$ cat config.mk
export PLATFORM = sky130hd
export DESIGN_NAME = swa_front_flat
export DESIGN_NICKNAME = d
export VERILOG_FILES = /design/src/sv/swa_pkg.sv /design/src/sv/swa_ifs.sv /design/src/sv/swa_front.sv /design/src/flat_wrapper.sv
export SDC_FILE = /design/constraint.sdc
export NUM_CORES = 1
export LEC_CHECK = 0
export ABC_CLOCK_PERIOD_IN_PS = 3800
export BUFFER_PORTS_ARGS = -buffer_cell sky130_fd_sc_hd__buf_2
export CAP_MARGIN = 20
export CORE_AREA = 8 8 60 62
export DETAILED_ROUTE_END_ITERATION = 10
export DIE_AREA = 0 0 68 70
export GPL_TIMING_DRIVEN = 0
export PLACE_DENSITY_LB_ADDON = 0.1
export SLEW_MARGIN = 20
export SYNTH_ARGS = -nofsm -noshare
export SYNTH_HDL_FRONTEND = slang
export SYNTH_SLANG_ARGS = --single-unit
export TNS_END_PERCENT = 30
$ cat constraint.sdc
create_clock -name clk_i -period 3.8 [get_ports clk_i]
set_clock_uncertainty 0.05 [all_clocks]
set_input_delay 0.57 -clock clk_i [delete_from_list [all_inputs] [get_ports clk_i]]
set_output_delay 0.57 -clock clk_i [all_outputs]
set_load 0.01 [all_outputs]
$ cat src/sv/swa_pkg.sv
`timescale 1ns / 1ps
// ----------------------------------------------------------------------------
// swa_pkg
// Shared types and constants of the sliding-window ARQ sender.
// ----------------------------------------------------------------------------
package swa_pkg;

  // fixed field widths
  localparam int FRAME_W    = 10;
  localparam int MAX_FRAMES = 1024;
  localparam int KIND_W     = 2;
  localparam int WIN_CFG_W  = 5;
  localparam int TIMEOUT_W  = 16;
  localparam int CFG_IDX_W  = 2;
  localparam int CFG_DATA_W = 16;

  // defaults of the top level parameters
  localparam int MAX_WINDOW_DEF = 16;
  localparam int TIME_BITS_DEF  = 32;

  // configuration reset values
  localparam logic [WIN_CFG_W-1:0] WINDOW_RST  = WIN_CFG_W'(3);
  localparam logic [TIMEOUT_W-1:0] TIMEOUT_RST = TIMEOUT_W'(1000);
  localparam logic [FRAME_W-1:0]   LAST_RST    = FRAME_W'(1023);

  typedef enum logic [CFG_IDX_W-1:0] {
    REG_WINDOW  = 2'd0,
    REG_TIMEOUT = 2'd1,
    REG_LAST    = 2'd2
  } cfg_reg_e;

  typedef enum logic [KIND_W-1:0] {
    KIND_SEND    = 2'd0,
    KIND_RETX    = 2'd1,
    KIND_ACK_OK  = 2'd2,
    KIND_ACK_REJ = 2'd3
  } kind_e;

  typedef enum logic [2:0] {
    ST_IDLE,
    ST_T_RD,
    ST_T_SEND,
    ST_A_RD,
    ST_A_SCAN,
    ST_A_EMIT,
    ST_A_REJ
  } back_state_e;

  typedef struct packed {
    logic [WIN_CFG_W-1:0] window_size;
    logic [TIMEOUT_W-1:0] timeout_ticks;
    logic [FRAME_W-1:0]   last_seq;
  } cfg_t;

  typedef struct packed {
    logic               is_ack;
    logic [FRAME_W-1:0] seq;
  } cmd_t;

endpackage

$ cat src/sv/swa_ifs.sv
`timescale 1ns / 1ps
// ----------------------------------------------------------------------------
// swa_ifs
// Channel interfaces: event input, result output and configuration write.
// ----------------------------------------------------------------------------
interface swa_in_if;
  logic                        valid;
  logic                        ready;
  logic                        action;
  logic [swa_pkg::FRAME_W-1:0] ack_seq;

  modport source (output valid, action, ack_seq, input ready);
  modport sink   (input valid, action, ack_seq, output ready);
endinterface


$ cat src/sv/swa_front.sv
`timescale 1ns / 1ps
// ----------------------------------------------------------------------------
// swa_front
// Accepts events, classifies them as tick or ack and queues them for the back.
// ----------------------------------------------------------------------------
module swa_front (
  input  logic          clk_i,
  input  logic          rst_ni,
  swa_in_if.sink        item_i,
  output logic          cmd_valid_o,
  output swa_pkg::cmd_t cmd_o,
  input  logic          cmd_pop_i
);

  localparam int QDEPTH = 2;

  swa_pkg::cmd_t q_mem_q [QDEPTH];
  logic          wr_ptr_q, wr_ptr_d;
  logic          rd_ptr_q, rd_ptr_d;
  logic [1:0]    count_q, count_d;
  logic          push;
  logic          pop;
  swa_pkg::cmd_t cmd_in;

  // classify the incoming event
  always_comb begin
    cmd_in.is_ack = item_i.action;
    cmd_in.seq    = item_i.ack_seq;
  end

  assign item_i.ready = (count_q < 2'(QDEPTH));
  assign push         = item_i.valid && item_i.ready;
  assign pop          = cmd_pop_i && (count_q != 2'd0);
  assign cmd_valid_o  = (count_q != 2'd0);
  assign cmd_o        = q_mem_q[rd_ptr_q];

  // queue pointers
  always_comb begin
    wr_ptr_d = push ? ~wr_ptr_q : wr_ptr_q;
    rd_ptr_d = pop ? ~rd_ptr_q : rd_ptr_q;
    count_d  = count_q + 2'(push) - 2'(pop);
  end

  always_ff @(posedge clk_i or negedge rst_ni) begin
    if (!rst_ni) begin
      wr_ptr_q <= 1'b0;
      rd_ptr_q <= 1'b0;
      count_q  <= 2'd0;
    end else begin
      wr_ptr_q <= wr_ptr_d;
      rd_ptr_q <= rd_ptr_d;
      count_q  <= count_d;
    end
  end

  // queue storage
  always_ff @(posedge clk_i) begin
    if (push) begin
      q_mem_q[wr_ptr_q] <= cmd_in;
    end
  end

endmodule

$ cat src/flat_wrapper.sv
// flat-port wrapper written by rule: the top's interface ports become plain ports
module swa_front_flat 
  (clk_i, rst_ni, cmd_valid_o, cmd_o, cmd_pop_i, item_i_valid, item_i_action, item_i_ack_seq, item_i_ready);
  swa_in_if item_i_i ();
  input  logic clk_i;
  input  logic rst_ni;
  output logic cmd_valid_o;
  output swa_pkg::cmd_t cmd_o;
  input  logic cmd_pop_i;
  input wire logic [$bits(item_i_i.valid)-1:0] item_i_valid;
  input wire logic [$bits(item_i_i.action)-1:0] item_i_action;
  input wire logic [$bits(item_i_i.ack_seq)-1:0] item_i_ack_seq;
  output wire logic [$bits(item_i_i.ready)-1:0] item_i_ready;
  assign item_i_i.valid = item_i_valid;
  assign item_i_i.action = item_i_action;
  assign item_i_i.ack_seq = item_i_ack_seq;
  assign item_i_ready = item_i_i.ready;
  swa_front u_core (.clk_i(clk_i), .rst_ni(rst_ni), .item_i(item_i_i), .cmd_valid_o(cmd_valid_o), .cmd_o(cmd_o), .cmd_pop_i(cmd_pop_i));
endmodule
==> metrics.md, run 1 <==
| Metric | Value |
|---|---|
| Ant. Diodes | `0` |
| First-pass GRT wire length | `2.56 mm` |
| DR DRC count | `0` |
| Yosys Warn Count | `0` |
| Cell Pwr Density | `681 nW/um2` |
| Final Hold Fails | `0` |
| Die X | `~68 um` |
| Share of synthesized registers carrying an async set or reset | `between 10% and 20%` |
| CTS tree | `yes` |
| Post-CTS Setup Bufs | `0` |
| Slew margin rel. | `33.5%` |
| Synth cell types | `14` |
| Post-synth EDFFs | `22` |
| Static Leak | `0.000529 uW` |
| Longest Clk Path Bufs | `2` |
| CP Max Fanout | `10` |
| GR Util All Layers | `7.10%` |
| Clock latency on the worst-skew pair | `around 300 ps` |
| Area grow syn2layout | `20.2%` |
| Initial detailed-routing violation count | `9` |
| Crit. End Element | `output port` |
| Post-synthesis sequential area ratio | `about three quarters` |
| Prevailing post-synth register cell | `edfxtp_1` |
| Final ANT Viol Nets | `0` |
| Mapped Area | `between 1000 and 1500 um2` |
| Initial antenna violation count | `0` |
| Share of cells above drive strength 1 | `50.6%` |
| Setup-failing EPs final | `0` |
| Worst IR Drop VDD | `392 uV` |
| Max-slew violation count | `0` |
| Total CTS buffers | `3` |
| DR vias | `about 530` |
| Syn Nets | `70` |
| Worst Max-Slew Pin Slew | `994 ps` |
| FP Rows | `19` |
| Total Neg Setup Slack | `0 ps` |
| I/O pin cnt | `28` |
| Share of the synthesized area in the top cell type | `a little under two thirds` |
| Hold Path Class | `input port to flip-flop` |
| RSZ-0062 raised after global routing | `no` |
| Gpl congestion | `about 0.63` |
| Final period utilization | `around 53%` |
| Syn_area_per_cell | `a little under 20 um2` |
| Yosys reg bits | `26` |
| Total design power | `851 uW` |
| F_max | `about 500 MHz` |
| Root buf cell | `clkbuf_4` |
| Overflow after GRT | `0` |
| Critical path arrival | `1380 ps` |
| Largest net degree at the start of global routing | `15` |
| Core Box Area | `2660 um2` |
| Starting Density | `just under 40%` |
| H-tree Lvls | `1` |
| Most common cell in the synthesized netlist | `edfxtp_1` |
| Clock transition at the registers of the reported paths | `130 ps` |
| Startpoint types | `flip-flop` |
| Nets | `~100` |
| Max-cap violations | `0` |
| WS Path Type | `flip-flop to output port` |
| Top cells by area, synth | `edfxtp_1 64%, mux2_4 13%, dfrtp_1 9.6%` |
| Die area | `4760 um2` |
| Vias in the first global route | `559` |
| Req. time, crit path | `approximately 3200 ps` |
| Largest area contributor in the netlist | `edfxtp_1` |
| Die Y-Extent | `around 70 um` |
| Mapped Cells | `between 50 and 60` |
| Commonest cells in the netlist | `22 x edfxtp_1, 9 x mux2_4, 4 x dfrtp_1, 4 x inv_1, 3 x xnor2_1` |
| WL/cell | `14.2 um` |
| Drt first pass iters | `2` |
| Final min period | `about 2000 ps` |
| Post-DP HPWL | `approximately 1.2 mm` |
| DR vias/cell | `between 4 and 5` |
| Final wirelength | `1.65 mm` |
| Number of port buffers | `27` |
| Clk sinks | `26` |
| Outcome | `completed` |
[path summary, 6_finish.rpt]
kind	cells after the start	slack, ps	start	to
setup reg to reg	2	2030	u_core.count_q[1]$_DFF_PN0_	u_core.q_mem_q[0][4]$_DFFE_PP_
max in group asynchronous	2	3060	rst_ni	u_core.count_q[1]$_DFF_PN0_
hold / removal	1	380	item_i_ack_seq[1]	u_core.q_mem_q[0][1]$_DFFE_PP_
min in group asynchronous	2	530	rst_ni	u_core.wr_ptr_q$_DFFE_PN0P_
setup / recovery	3	1800	u_core.rd_ptr_q$_DFFE_PN0P_	cmd_o[0]
hold reg to reg	1	450	u_core.wr_ptr_q$_DFFE_PN0P_	u_core.wr_ptr_q$_DFFE_PN0P_
[cells by family (layout without fill, tap and decap cells)]
family | after synthesis | in the layout | share of synthesized area (%)
buffers and inverters | 5 | 37 | 2.53
adders and majority gates | 2 | 2 | 2.41
AOI/OAI and AO/OA | 1 | 1 | 0.722
DFF | 26 | 26 | 73.2
xor gates and xnor gates | 4 | 4 | 3.37
and+or+nand+nor | 4 | 4 | 2.65
muxes | 11 | 11 | 15.2
[routing by layer]
| layer | vias up | part of all wire [%] | GRT usage (%) |
|---|---|---|---|
| met3 | 2 | 11 | 4.15 |
| met1 | 255 | 39 | 7.70 |
| met4 | 0 | 0.42 | 3.42 |
| li1 | 254 | - | - |
| met5 | - | 0 | 0 |
| met2 | 21 | 49 | 10.6 |
[through the flow]
step / utilization [%] / hold slack [ps] / instance area, um2 / std cells / worst slack [ps]
final: 46.9 / 383 / 1250 / 116 / 1800
after global routing: 46.9 / 357 / 1250 / 116 / 1730
after CTS: 46.9 / 368 / 1250 / 116 / 1770
after detailed placement: 45.6 / 334 / 1210 / 111 / 1830
after global placement: 45.6 / 332 / 1210 / 111 / 1830
after floorplan: - / 224 / 1040 / 53 / 2230
[worst max-delay path, stage by stage (launching register included)]
cell     delay [ps]
dfrtp_1         420
buf_6           200
mux2_4          310
buf_2           140
[where the power goes]
group	internal (uW)	leakage [uW]	switching, uW	total [uW]
Sequential	383	0.000249	28.1	412
Combinational	172	0.000266	151	323
Clock	41.0	0.0000150	75.3	116
[cell type report]
class                   instances  area (um2)
well taps                      31        38.8
multi-input cells              22         253
inverters                       4        15.0
repair buffers                 28         145
fillers                       255        1410
flip-flops and latches         26         761
plain buffers                   1        11.3
clock buffers                   4        26.3
[what timing repair did]
item / CTS / global route
hold buffers: 1 / 0
resized for setup: 0 / 0
endpoints found under the hold margin: 4 / 0
[sequential cells by signal, indices dropped and copies added, names as in the netlist]
register and flops:
u_core.wr_ptr_q 1, u_core.q_mem_q 22, u_core.rd_ptr_q 1, u_core.count_q 2
[placed cells by master (no fill, tap or decap)]
cell type      instances
and2_1                 1
buf_2                 27
buf_6                  1
clkbuf_1               1
clkbuf_4               3
dfrtp_1                4
dlygate4sd3_1          1
edfxtp_1              22
ha_1                   2
inv_1                  4
mux2_2                 2
mux2_4                 9
nand2_1                1
nand2b_4               1
nor2_1                 1
o21a_1                 1
xnor2_1                3
xor2_1                 1
(Power assumes the default switching activity.)
==> run 2: changes to the inputs <==
ABC_AREA = 1   (was unset)
ABC_CLOCK_PERIOD_IN_PS = 1900   (was 3800)
clock period = 1.9 ns   (was 3.8 ns; I/O delays follow)
==> run 2 against run 1 <==
Synthesized area fell by 0.84%. Synthesized cell count rose by 64%. Design area rose by 1.4%. Largest power group unchanged.
==> metrics.md, run 2 <==
| Metric | Value |
|---|---|
| Number of port buffers | `27` |
| Hold-critical path endpoint | `u_core.q_mem_q[1][1]$_DFFE_PP_` |
| Met3 wire length | `between 100 and 150 um` |
| FP Rows | `19` |
| I/O pin cnt | `28` |
| Cell Pwr Density | `around 1500 nW/um2` |
| Commonest cells in the netlist | `41 x nand2_1, 22 x edfxtp_1, 7 x inv_1` |
| RSZ-0062 raised after global routing | `no` |
| Initial detailed-routing violation count | `18` |
| Largest register FFs | `22` |
| Starting Density | `between 30% and 40%` |
| Total Neg Setup Slack | `0 ps` |
| Switching Fraction | `between 30% and 40%` |
| Vias in the first global route | `about 660` |
| Core Box Area | `~2700 um2` |
| Highest metal used | `met4` |
| WP depth | `3` |
| Clock transition at the registers of the reported paths | `about 140 ps` |
| Setup-failing EPs final | `0` |
| Internal | `1240 uW` |
| Nets | `between 100 and 150` |
| Hold path depth | `1` |
| M1 WL | `~740 um` |
| CTS Hold Bufs | `1` |
| Critical path's top delay family | `simple AND/OR/NAND/NOR gates` |
| Total CTS buffers | `3` |
| DR DRC count | `0` |
| Post-route cell area | `approximately 1300 um2` |
| Area grow syn2layout | `22.9%` |
| Prevailing post-synth register cell | `edfxtp_1` |
| Combinational share of power | `a little over a third` |
| Clock share of power | `about 20%` |
| Non-filler cells in the finished layout | `150` |
| DR vias/cell | `4.51` |
| Final min period | `approximately 1700 ps` |
| Worst r2r path cells | `3` |
| WS Path Type | `flip-flop to flip-flop` |
| Max-slew violation count | `0` |
| Placed Area | `1200 um2` |
| Post-Synth Adder-Cell Area | `between 2 and 2.5%` |
| Biggest regs | `u_core.q_mem_q x22, u_core.count_q x2` |
| WL/cell | `between 10 and 15 um` |
| Commonest non-fill, non-tap cell in the layout | `nand2_1` |
| Static Leak | `0.000598 uW` |
| Simple-gate area share of the yosys netlist | `17.8%` |
| Combinational family with the most area after synthesis | `simple AND/OR/NAND/NOR gates` |
| Ant. Diodes | `0` |
| Req. time, crit path | `roughly 1800 ps` |
| Share of synthesized registers carrying an async set or reset | `15.4%` |
| Die area | `between 4000 and 5000 um2` |
| CTS tree | `yes` |
| Die X | `68 um` |
| Final ANT Viol Nets | `0` |
| Top cells by area, synth | `edfxtp_1 64%, nand2_1 15%, dfrtp_1 9.7%` |
| Synth cell types | `12` |
| Share of cells above drive strength 1 | `31.1%` |
| Mapped Area | `roughly 1000 um2` |
| Met2 WL | `945 um` |
| Total design power | `1870 uW` |
| F_max | `around 600 MHz` |
| Root buf cell | `clkbuf_4` |
| CP Max Fanout | `11` |
| Final Hold Fails | `0` |
| Most flops, register | `u_core.q_mem_q` |
| Mux cell area share after synthesis | `0%` |
| Post-Synth XOR/XNOR Area | `less than 1%` |
| Post-synthesis sequential area ratio | `73.8%` |
| DR vias | `around 680` |
| Hold Path Class | `input port to flip-flop` |
| Max-cap violations | `0` |
| Crit-path max cell delay | `720 ps` |
| NetSw | `about 620 uW` |
| Cell total after placement | `~150` |
| R2R Path Start | `u_core.count_q[1]$_DFF_PN0_` |
| Outcome | `completed` |
| Clk sinks | `26` |
| Clock latency on the worst-skew pair | `about 300 ps` |
| Slew margin rel. | `a little under two fifths` |
| Final wirelength | `roughly 1.8 mm` |
| Worst IR Drop VDD | `a little over 800 uV` |
| Longest Clk Path Bufs | `2` |
| Worst-path cell chain | `inv_2 > nand2_2 > nor2_1` |
| Yosys reg bits | `26` |
| GR Util All Layers | `8.02%` |
| Final period utilization | `around nine tenths` |
| Syn_area_per_cell | `about 12 um2` |
| Post-synth EDFFs | `22` |
| Post-CTS Resized | `0` |
| R2R setup slack | `between 150 and 200 ps` |
| Compound-Gate Fraction of Synth Area | `0%` |
| Mapped Cells | `87` |
| Syn Nets | `104` |
| Largest area contributor in the netlist | `edfxtp_1` |
| First-pass GRT wire length | `around 2.9 mm` |
| Critical path arrival | `roughly 1600 ps` |
| Hold_sp | `item_i_ack_seq[1]` |
| Post-DP HPWL | `1.34 mm` |
| Overflow after GRT | `0` |
| Share of the synthesized area in the top cell type | `around 64%` |
| Most common cell in the synthesized netlist | `nand2_1` |
| Drt first pass iters | `4` |
| H-tree Lvls | `1` |
| Gpl congestion | `~0.66` |
| Initial antenna violation count | `0` |
| Slowest cell on the critical path | `nor2_1` |
| R2R Path End | `u_core.q_mem_q[0][6]$_DFFE_PP_` |
| Yosys Warn Count | `0` |
| Startpoint types | `flip-flop` |
| Worst Path Buf+Inv | `1` |
| Die Y-Extent | `around 70 um` |
| Worst Max-Slew Pin Slew | `roughly 940 ps` |
| Largest net degree at the start of global routing | `16` |
| Flop pwr share | `between 40% and 50%` |
| Crit. End Element | `flip-flop` |
| Post-CTS Setup Bufs | `0` |
| Commonest non-fill, non-tap cells in the layout | `41 x nand2_1, 27 x buf_2, 22 x edfxtp_1` |
run 2: changes by cell type after synthesis, moves of 3 or more:
cell,delta
mux2_4,-9
xnor2_1,-3
inv_1,+3
nand2_1,+40
run 2: layer usage:
layer / GRT usage [%] / vias to the layer above
met2: 13.5 / 20
met4: 2.73 / 0
met5: 0 / -
met3: 2.23 / 2
li1: - / 343
met1: 9.35 / 312
run 2: power groups by stage:
stage	clock network [uW]	logic [uW]	registers, uW
2_1_floorplan	0	451	823
3_3_place_gp	0	693	831
3_5_place_dp	0	710	835
4_1_cts	382	713	821
5_1_grt	400	790	834
6_report	366	682	818
run 2: cell families after synthesis:
family        Yosys count
flops                  26
simple gates           47
xor+xnor                1
buf+inv                11
fa+ha+maj               2
run 2: metrics by stage:
step / util [%] / hold slack (ps) / worst slack, ps
floorplan: - / -60.6 / 420
global placement: 45.3 / 51.0 / 116
detailed placement: 45.3 / 51.7 / 108
CTS: 47.6 / 86.4 / 91.0
global route: 47.6 / 74.3 / 14.9
finish: 47.6 / 98.7 / 187
run 2: cell type report:
type / count / area [um2]
multi-input combinational: 50 / 218
fill: 254 / 1400
clock buffer: 3 / 22.5
inverter: 9 / 33.8
sequential: 26 / 761
buffer: 2 / 18.8
timing repair buffer: 28 / 145
clock inverter: 1 / 30.0
tap: 31 / 38.8
run 2: worst reg2reg max path, delay by kind of cell, from the launching register on:
kind                   cells  cell delay [ps]
buffers and inverters      1               90
flip-flops                 1              410
AND/OR/NAND/NOR            2              800
run 2: worst max-delay path by stage:
stage / from / to / slack, ps
after floorplan: u_core.count_q[1]$_DFF_PN0_ / u_core.q_mem_q[1][0]$_DFFE_PP_ / 420
after global placement: u_core.count_q[1]$_DFF_PN0_ / u_core.q_mem_q[1][0]$_DFFE_PP_ / 120
after detailed placement: u_core.count_q[1]$_DFF_PN0_ / u_core.q_mem_q[1][0]$_DFFE_PP_ / 110
after CTS: u_core.count_q[1]$_DFF_PN0_ / u_core.q_mem_q[1][9]$_DFFE_PP_ / 90
after global routing: u_core.count_q[1]$_DFF_PN0_ / u_core.q_mem_q[0][3]$_DFFE_PP_ / 10
final: u_core.count_q[1]$_DFF_PN0_ / u_core.q_mem_q[0][6]$_DFFE_PP_ / 190
